### src/rtl/core/pirb_pkg.sv
`timescale 1ns / 1ps

package pirb_pkg;

    localparam int COORD_BITS_DEF = 24;
    localparam int TRIG_BITS_DEF  = 17;
    localparam int YAW_BITS       = 16;
    localparam int CFG_IDX_W      = 3;

    // Register indexes of the configuration port.
    typedef enum logic [CFG_IDX_W-1:0] {
        REG_CENTER_X   = 3'd0,
        REG_CENTER_Y   = 3'd1,
        REG_BOTTOM_Z   = 3'd2,
        REG_BOX_WIDTH  = 3'd3,
        REG_BOX_LENGTH = 3'd4,
        REG_BOX_HEIGHT = 3'd5,
        REG_YAW_ANGLE  = 3'd6
    } cfg_reg_t;

    // Shared multiplier of the sine unit and its polynomial coefficients (Q16).
    localparam int MUL_W  = 17;
    localparam int PROD_W = 32;
    localparam logic [MUL_W-1:0] SIN_A = 17'd102944;
    localparam logic [MUL_W-1:0] SIN_B = 17'd42047;
    localparam logic [MUL_W-1:0] SIN_C = 17'd4640;
    localparam logic [14:0] QUARTER_TURN = 15'd16384;

    // Input register, difference, products, sums, compare.
    localparam int PIPE_DEPTH = 5;

endpackage

### src/rtl/core/pirb_trig.sv
`timescale 1ns / 1ps

module pirb_trig #(
    parameter int TRIG_BITS = pirb_pkg::TRIG_BITS_DEF
) (
    input  logic                                aclk,
    input  logic                                aresetn,
    input  logic                                start,
    input  logic [pirb_pkg::YAW_BITS-1:0]       yaw,
    output logic                                busy,
    output logic signed [TRIG_BITS-1:0]         cos_out,
    output logic signed [TRIG_BITS-1:0]         sin_out
);
    import pirb_pkg::*;

    localparam int FRAC  = TRIG_BITS - 2;
    localparam int SHIFT = 30 - FRAC;
    localparam logic [PROD_W-1:0] ROUND = PROD_W'(1) << (SHIFT - 1);
    localparam logic [PROD_W-1:0] ONE   = PROD_W'(1) << FRAC;
    localparam logic signed [TRIG_BITS-1:0] SIN_RESET = TRIG_BITS'(1) << FRAC;

    typedef enum logic [5:0] {
        ST_IDLE = 6'b000001,
        ST_SQ   = 6'b000010,
        ST_TC   = 6'b000100,
        ST_TI   = 6'b001000,
        ST_RM   = 6'b010000,
        ST_FIN  = 6'b100000
    } state_t;

    state_t                       state_reg, state_next;
    logic [1:0]                   quad_reg, quad_next;
    logic [13:0]                  rem_reg, rem_next;
    logic [14:0]                  arg_reg, arg_next;
    logic [14:0]                  t2_reg, t2_next;
    logic [PROD_W-1:0]            prod_reg, prod_next;
    logic                         second_reg, second_next;
    logic [FRAC:0]                smag_reg, smag_next;
    logic signed [TRIG_BITS-1:0]  cos_reg, cos_next;
    logic signed [TRIG_BITS-1:0]  sin_reg, sin_next;
    logic [YAW_BITS-1:0]          angle;
    logic [MUL_W-1:0]             op_a, op_b;
    logic [2*MUL_W-1:0]           mul;
    logic [PROD_W-1:0]            res_full;
    logic [FRAC:0]                mag;
    logic signed [TRIG_BITS-1:0]  s_val, c_val;

    // The box frame is turned a quarter turn beyond the heading.
    assign angle = yaw + YAW_BITS'(QUARTER_TURN);

    // Operand selection for the one multiplier; each step after the squaring uses
    // the product registered by the step before it.
    always_comb begin
        op_a = '0;
        op_b = '0;
        unique case (state_reg)
            ST_SQ: begin
                op_a = {2'b00, arg_reg};
                op_b = {2'b00, arg_reg};
            end
            ST_TC: begin
                op_a = {2'b00, prod_reg[28:14]};
                op_b = SIN_C;
            end
            ST_TI: begin
                op_a = {2'b00, t2_reg};
                op_b = SIN_B - prod_reg[30:14];
            end
            ST_RM: begin
                op_a = {2'b00, arg_reg};
                op_b = SIN_A - prod_reg[30:14];
            end
            default: ;
        endcase
    end

    assign mul      = op_a * op_b;
    assign res_full = prod_reg >> SHIFT;
    assign mag      = (res_full > ONE) ? ONE[FRAC:0] : res_full[FRAC:0];
    assign s_val    = signed'({1'b0, smag_reg});
    assign c_val    = signed'({1'b0, mag});

    always_comb begin
        state_next  = state_reg;
        quad_next   = quad_reg;
        rem_next    = rem_reg;
        arg_next    = arg_reg;
        t2_next     = t2_reg;
        prod_next   = prod_reg;
        second_next = second_reg;
        smag_next   = smag_reg;
        cos_next    = cos_reg;
        sin_next    = sin_reg;
        unique case (state_reg)
            ST_IDLE: begin
                if (start) begin
                    quad_next   = angle[15:14];
                    rem_next    = angle[13:0];
                    arg_next    = {1'b0, angle[13:0]};
                    second_next = 1'b0;
                    state_next  = ST_SQ;
                end
            end
            ST_SQ: begin
                prod_next  = mul[PROD_W-1:0];
                state_next = ST_TC;
            end
            ST_TC: begin
                t2_next    = prod_reg[28:14];
                prod_next  = mul[PROD_W-1:0];
                state_next = ST_TI;
            end
            ST_TI: begin
                prod_next  = mul[PROD_W-1:0];
                state_next = ST_RM;
            end
            ST_RM: begin
                prod_next  = mul[PROD_W-1:0] + ROUND;
                state_next = ST_FIN;
            end
            ST_FIN: begin
                if (!second_reg) begin
                    // The sine is done; run again on the complement for the cosine.
                    smag_next   = mag;
                    arg_next    = QUARTER_TURN - {1'b0, rem_reg};
                    second_next = 1'b1;
                    state_next  = ST_SQ;
                end else begin
                    case (quad_reg)
                        2'd0: begin
                            cos_next = c_val;
                            sin_next = s_val;
                        end
                        2'd1: begin
                            cos_next = -s_val;
                            sin_next = c_val;
                        end
                        2'd2: begin
                            cos_next = -c_val;
                            sin_next = -s_val;
                        end
                        default: begin
                            cos_next = s_val;
                            sin_next = -c_val;
                        end
                    endcase
                    state_next = ST_IDLE;
                end
            end
            default: state_next = ST_IDLE;
        endcase
    end

    always_ff @(posedge aclk) begin
        if (!aresetn) begin
            state_reg <= ST_IDLE;
            cos_reg   <= '0;
            sin_reg   <= SIN_RESET;
        end else begin
            state_reg <= state_next;
            cos_reg   <= cos_next;
            sin_reg   <= sin_next;
        end
    end

    always_ff @(posedge aclk) begin
        quad_reg   <= quad_next;
        rem_reg    <= rem_next;
        arg_reg    <= arg_next;
        t2_reg     <= t2_next;
        prod_reg   <= prod_next;
        second_reg <= second_next;
        smag_reg   <= smag_next;
    end

    assign busy    = (state_reg != ST_IDLE);
    assign cos_out = cos_reg;
    assign sin_out = sin_reg;

endmodule

### config.mk
export PLATFORM = sky130hd
export DESIGN_NAME = pirb_trig
export DESIGN_NICKNAME = d
export VERILOG_FILES = /design/src/rtl/core/pirb_pkg.sv /design/src/rtl/core/pirb_trig.sv
export SDC_FILE = /design/constraint.sdc
export NUM_CORES = 1
export LEC_CHECK = 0
export ABC_AREA = 0
export BUFFER_PORTS_ARGS = -buffer_cell sky130_fd_sc_hd__buf_2
export CORE_MARGIN = 3
export CORE_UTILIZATION = 25
export DETAILED_ROUTE_END_ITERATION = 6
export GPL_TIMING_DRIVEN = 0
export SLEW_MARGIN = 40
export SYNTH_ARGS = -nofsm -noshare
export SYNTH_HDL_FRONTEND = slang
export SYNTH_SLANG_ARGS = --single-unit
### constraint.sdc
create_clock -name aclk -period 11.96 [get_ports aclk]
set_clock_uncertainty 0.2 [all_clocks]
set_input_delay 1.794 -clock aclk [delete_from_list [all_inputs] [get_ports aclk]]
set_output_delay 1.794 -clock aclk [all_outputs]
set_load 0.02 [all_outputs]
==> results by group <==
Power and ir drop
  • Clk pwr share: 0.410
  • Pwr/cell area: 73.7 nW/um^2
  • Share of power burned in registers: 0.392
  • Leakage: 0.00756 uW
  • Comb power frac: 0.198
  • P_sw: 402 uW
  • VDD IR-drop max: 0.0834 mV
  • Int Pwr: 880 uW
  • Net Sw Frac: 0.314

Timing
  • Slew margin rel.: 0.416
  • Number of setup violations in the final report: 0
  • Final Hold Viols: 0
  • Slew Limit Fails: 0
  • RSZ-0062 raised after global routing: no
  • Min Tclk post-route: about 12000 ps
  • Worst-Margin Slew: 876 ps
  • Hold_ws: ~260 ps
  • Fmax: 86.8 MHz
  • Final period util: 0.963
  • Setup_tns: 0 ps

Route
  • Post-DR wirelength/cell: roughly 18 um
  • First DRT Iteration DRCs: 1094
  • DRT Pass-1 Iters: 6
  • Vias per cell: 4.98
  • Routed Wire Length: 48.6 mm
  • Final ANT Viol Nets: 0
  • Drt drc: 0
  • DR vias: 13200

Layout
  • Layout cells sized above 1: 0.0790
  • Antenna fix cells: 0
  • Fillers: 6383
  • Synth-to-Final Area Change: 13.1%
  • Layout Nets: 2158
  • Max reg flops: 18

Setup path
  • CP Class: reg -> reg
  • CP max FO: 10
  • Crit path required time: approximately 12000 ps
  • Worst r2r src: state_reg[0]
  • Worst endpoint data arrival time: around 11000 ps
  • CP endpoint kind: register
  • Reg2Reg Depth: 30
  • R2R setup slack: ~450 ps
  • Crit path launch type: register
  • Crit path top cell by count: fa_1
  • CP max stage cell: or4_1
  • Largest stage delay, worst path: 660 ps
  • R2R Path End: prod_reg[31]

Logic synthesis
  • Cell Area, Synth: roughly 15000 sq um
  • Prevailing post-synth register cell: edfxtp_1
  • Count of different cell masters after synthesis: 79
  • Async SR Flop Fraction: 0
  • Post-Syn Nets: 2076
  • Synth area leader: fa_1
  • Post-Syn Instances: 1766
  • Main area contributors after synthesis: fa_1 25%, edfxtp_1 16%, ha_1 8.0%
  • EDFF count, synth: 81
  • Top-area cell type share of the netlist area: 0.250
  • Mapped Avg Cell Area: 8.72 sq um
  • Cell with the most instances after synthesis: nand2_1
  • Syn. warnings: 0
  • Flops & latches, synth: about 120
  • Seq/Total Area, Yosys: 0.210
  • Synth cell count leaders: 256 x nand2_1, 219 x inv_1, 218 x nor2_1, 192 x fa_1, 99 x ha_1

Run
  • Max Cap Viol: 0

Floorplanning
  • Core box area: approximately 61000 sq um
  • Die width: about 250 um
  • Site Rows: 90
  • Initial Util: 0.254
  • Io pins: 54
  • Die height: 254 um
  • Die Area: between 60000 and 70000 sq um

Worst hold path
  • Min-delay src: cos_out[14]
  • Hold Crit Depth: 2
  • Endpoint, Worst Hold: cos_out[14]
  • Hold Path Class: reg -> reg

Clock tree
  • Sink Count: 121
  • Cts hold-fix bufs: 0
  • CTS tree: yes
  • Bufs on Longest Clock Path: 2
  • Clock Latency Late Sink: 420 ps
  • Clock root buffer: clkbuf_16
  • # resized after CTS: 0
  • Post-CTS setup buffer count: 0
  • Clk slew on worst S/H paths: 60 ps
  • Number of CTS-inserted buffers: 17
  • CTS H-tree depth: 4

Global routing
  • Number of global-route vias before repair: 13300
  • First-pass GRT wire length: 77.3 mm
  • GRT overflow: 0
  • Largest net degree at the start of global routing: 25
  • Total GRT Usage: 0.154
  • Antenna violations before repair: 0

Placed design
  • Post-detail-place hpwl: 40.1 mm
  • Port Buf Inserts: 53
  • GP Congestion: just over 0.9

Run status
  • Status: completed
layout by cell type (no fill, tap or decap), drive strengths merged, types with 13 or more instances in the layout:
master  Yosys  layout
a21boi     21      21
a21o       14      14
a21oi      60      60
a22oi      13      13
and2       32      32
buf         7      68
clkbuf     78      96
dfxtp      40      40
edfxtp     81      81
fa        192     192
ha         99      99
inv       219     221
nand2     256     256
nand2b     27      27
nand3      28      28
nor2      218     218
nor3       22      22
o211ai     18      18
o21ai      56      56
or3        24      24
xnor2      41      41
xor2       30      30
kinds of logic (layout without fill, tap and decap cells):
| family | Yosys count | in the layout | synth area share |
|---|---|---|---|
| buf+inv | 304 | 399 | 0.0741 |
| flops | 121 | 121 | 0.210 |
| xor+xnor | 71 | 71 | 0.0404 |
| mux | 10 | 10 | 0.0132 |
| simple gates | 687 | 687 | 0.203 |
| fa+ha+maj | 291 | 291 | 0.330 |
| compound gates | 282 | 282 | 0.129 |
layout make-up:
class / instances / area (sq um) / area share
plain buffers: 85 / 320 / 0.0184
clock buffers: 17 / 425 / 0.0244
clock inverters: 15 / 175 / 0.0101
inverters: 219 / 822 / 0.0472
multi-input cells: 1341 / 11100 / 0.639
flip-flops and latches: 121 / 3230 / 0.186
well taps: 782 / 978 / 0.0562
repair buffers: 63 / 327 / 0.0188
worst max path at each step:
stage	start	endpoint	slack [ps]	cells after the start
after floorplan	state_reg[3]	prod_reg[31]	2500	31
after global placement	prod_reg[16]	prod_reg[31]	10	31
after detailed placement	state_reg[0]	prod_reg[31]	640	30
after CTS	state_reg[0]	prod_reg[31]	590	30
after global routing	state_reg[1]	prod_reg[31]	60	32
final	state_reg[0]	prod_reg[31]	450	30
metrics by stage:
step	utilization	area [sq um]	setup slack (ps)	instances	power (uW)
global placement	0.274	16600	10.3	2601	750
floorplan	-	15400	2500	1766	661
finish	0.287	17400	445	2643	1280
CTS	0.286	17400	591	2640	1290
detailed placement	0.277	16800	640	2608	759
global route	0.287	17400	56.2	2643	1340
power by group through the flow:
stage | logic, uW | registers [uW] | clock network (uW)
final | 254 | 503 | 526
after global routing | 278 | 504 | 554
after CTS | 251 | 501 | 533
after detailed placement | 249 | 510 | 0
after global placement | 242 | 508 | 0
after floorplan | 166 | 495 | 0
worst max-delay path: cells and delay by family, from the launching register on:
kind / cells / cell delay (ps)
flip-flops: 1 / 370
adder cells (fa/ha/maj): 7 / 3490
XOR/XNOR: 1 / 130
AND/OR/NAND/NOR: 10 / 3850
AO/OA/AOI/OAI: 6 / 1590
buffers and inverters: 6 / 1620
metal layers:
| layer | track usage | routed length (um) | up-vias |
|---|---|---|---|
| li1 | - | - | 6055 |
| met1 | 0.200 | 20400 | 6514 |
| met2 | 0.250 | 22400 | 479 |
| met3 | 0.0207 | 2970 | 111 |
| met4 | 0.0793 | 2780 | 0 |
| met5 | 0 | 0 | - |
No activity file was read; power rests on OpenSTA's default activity.
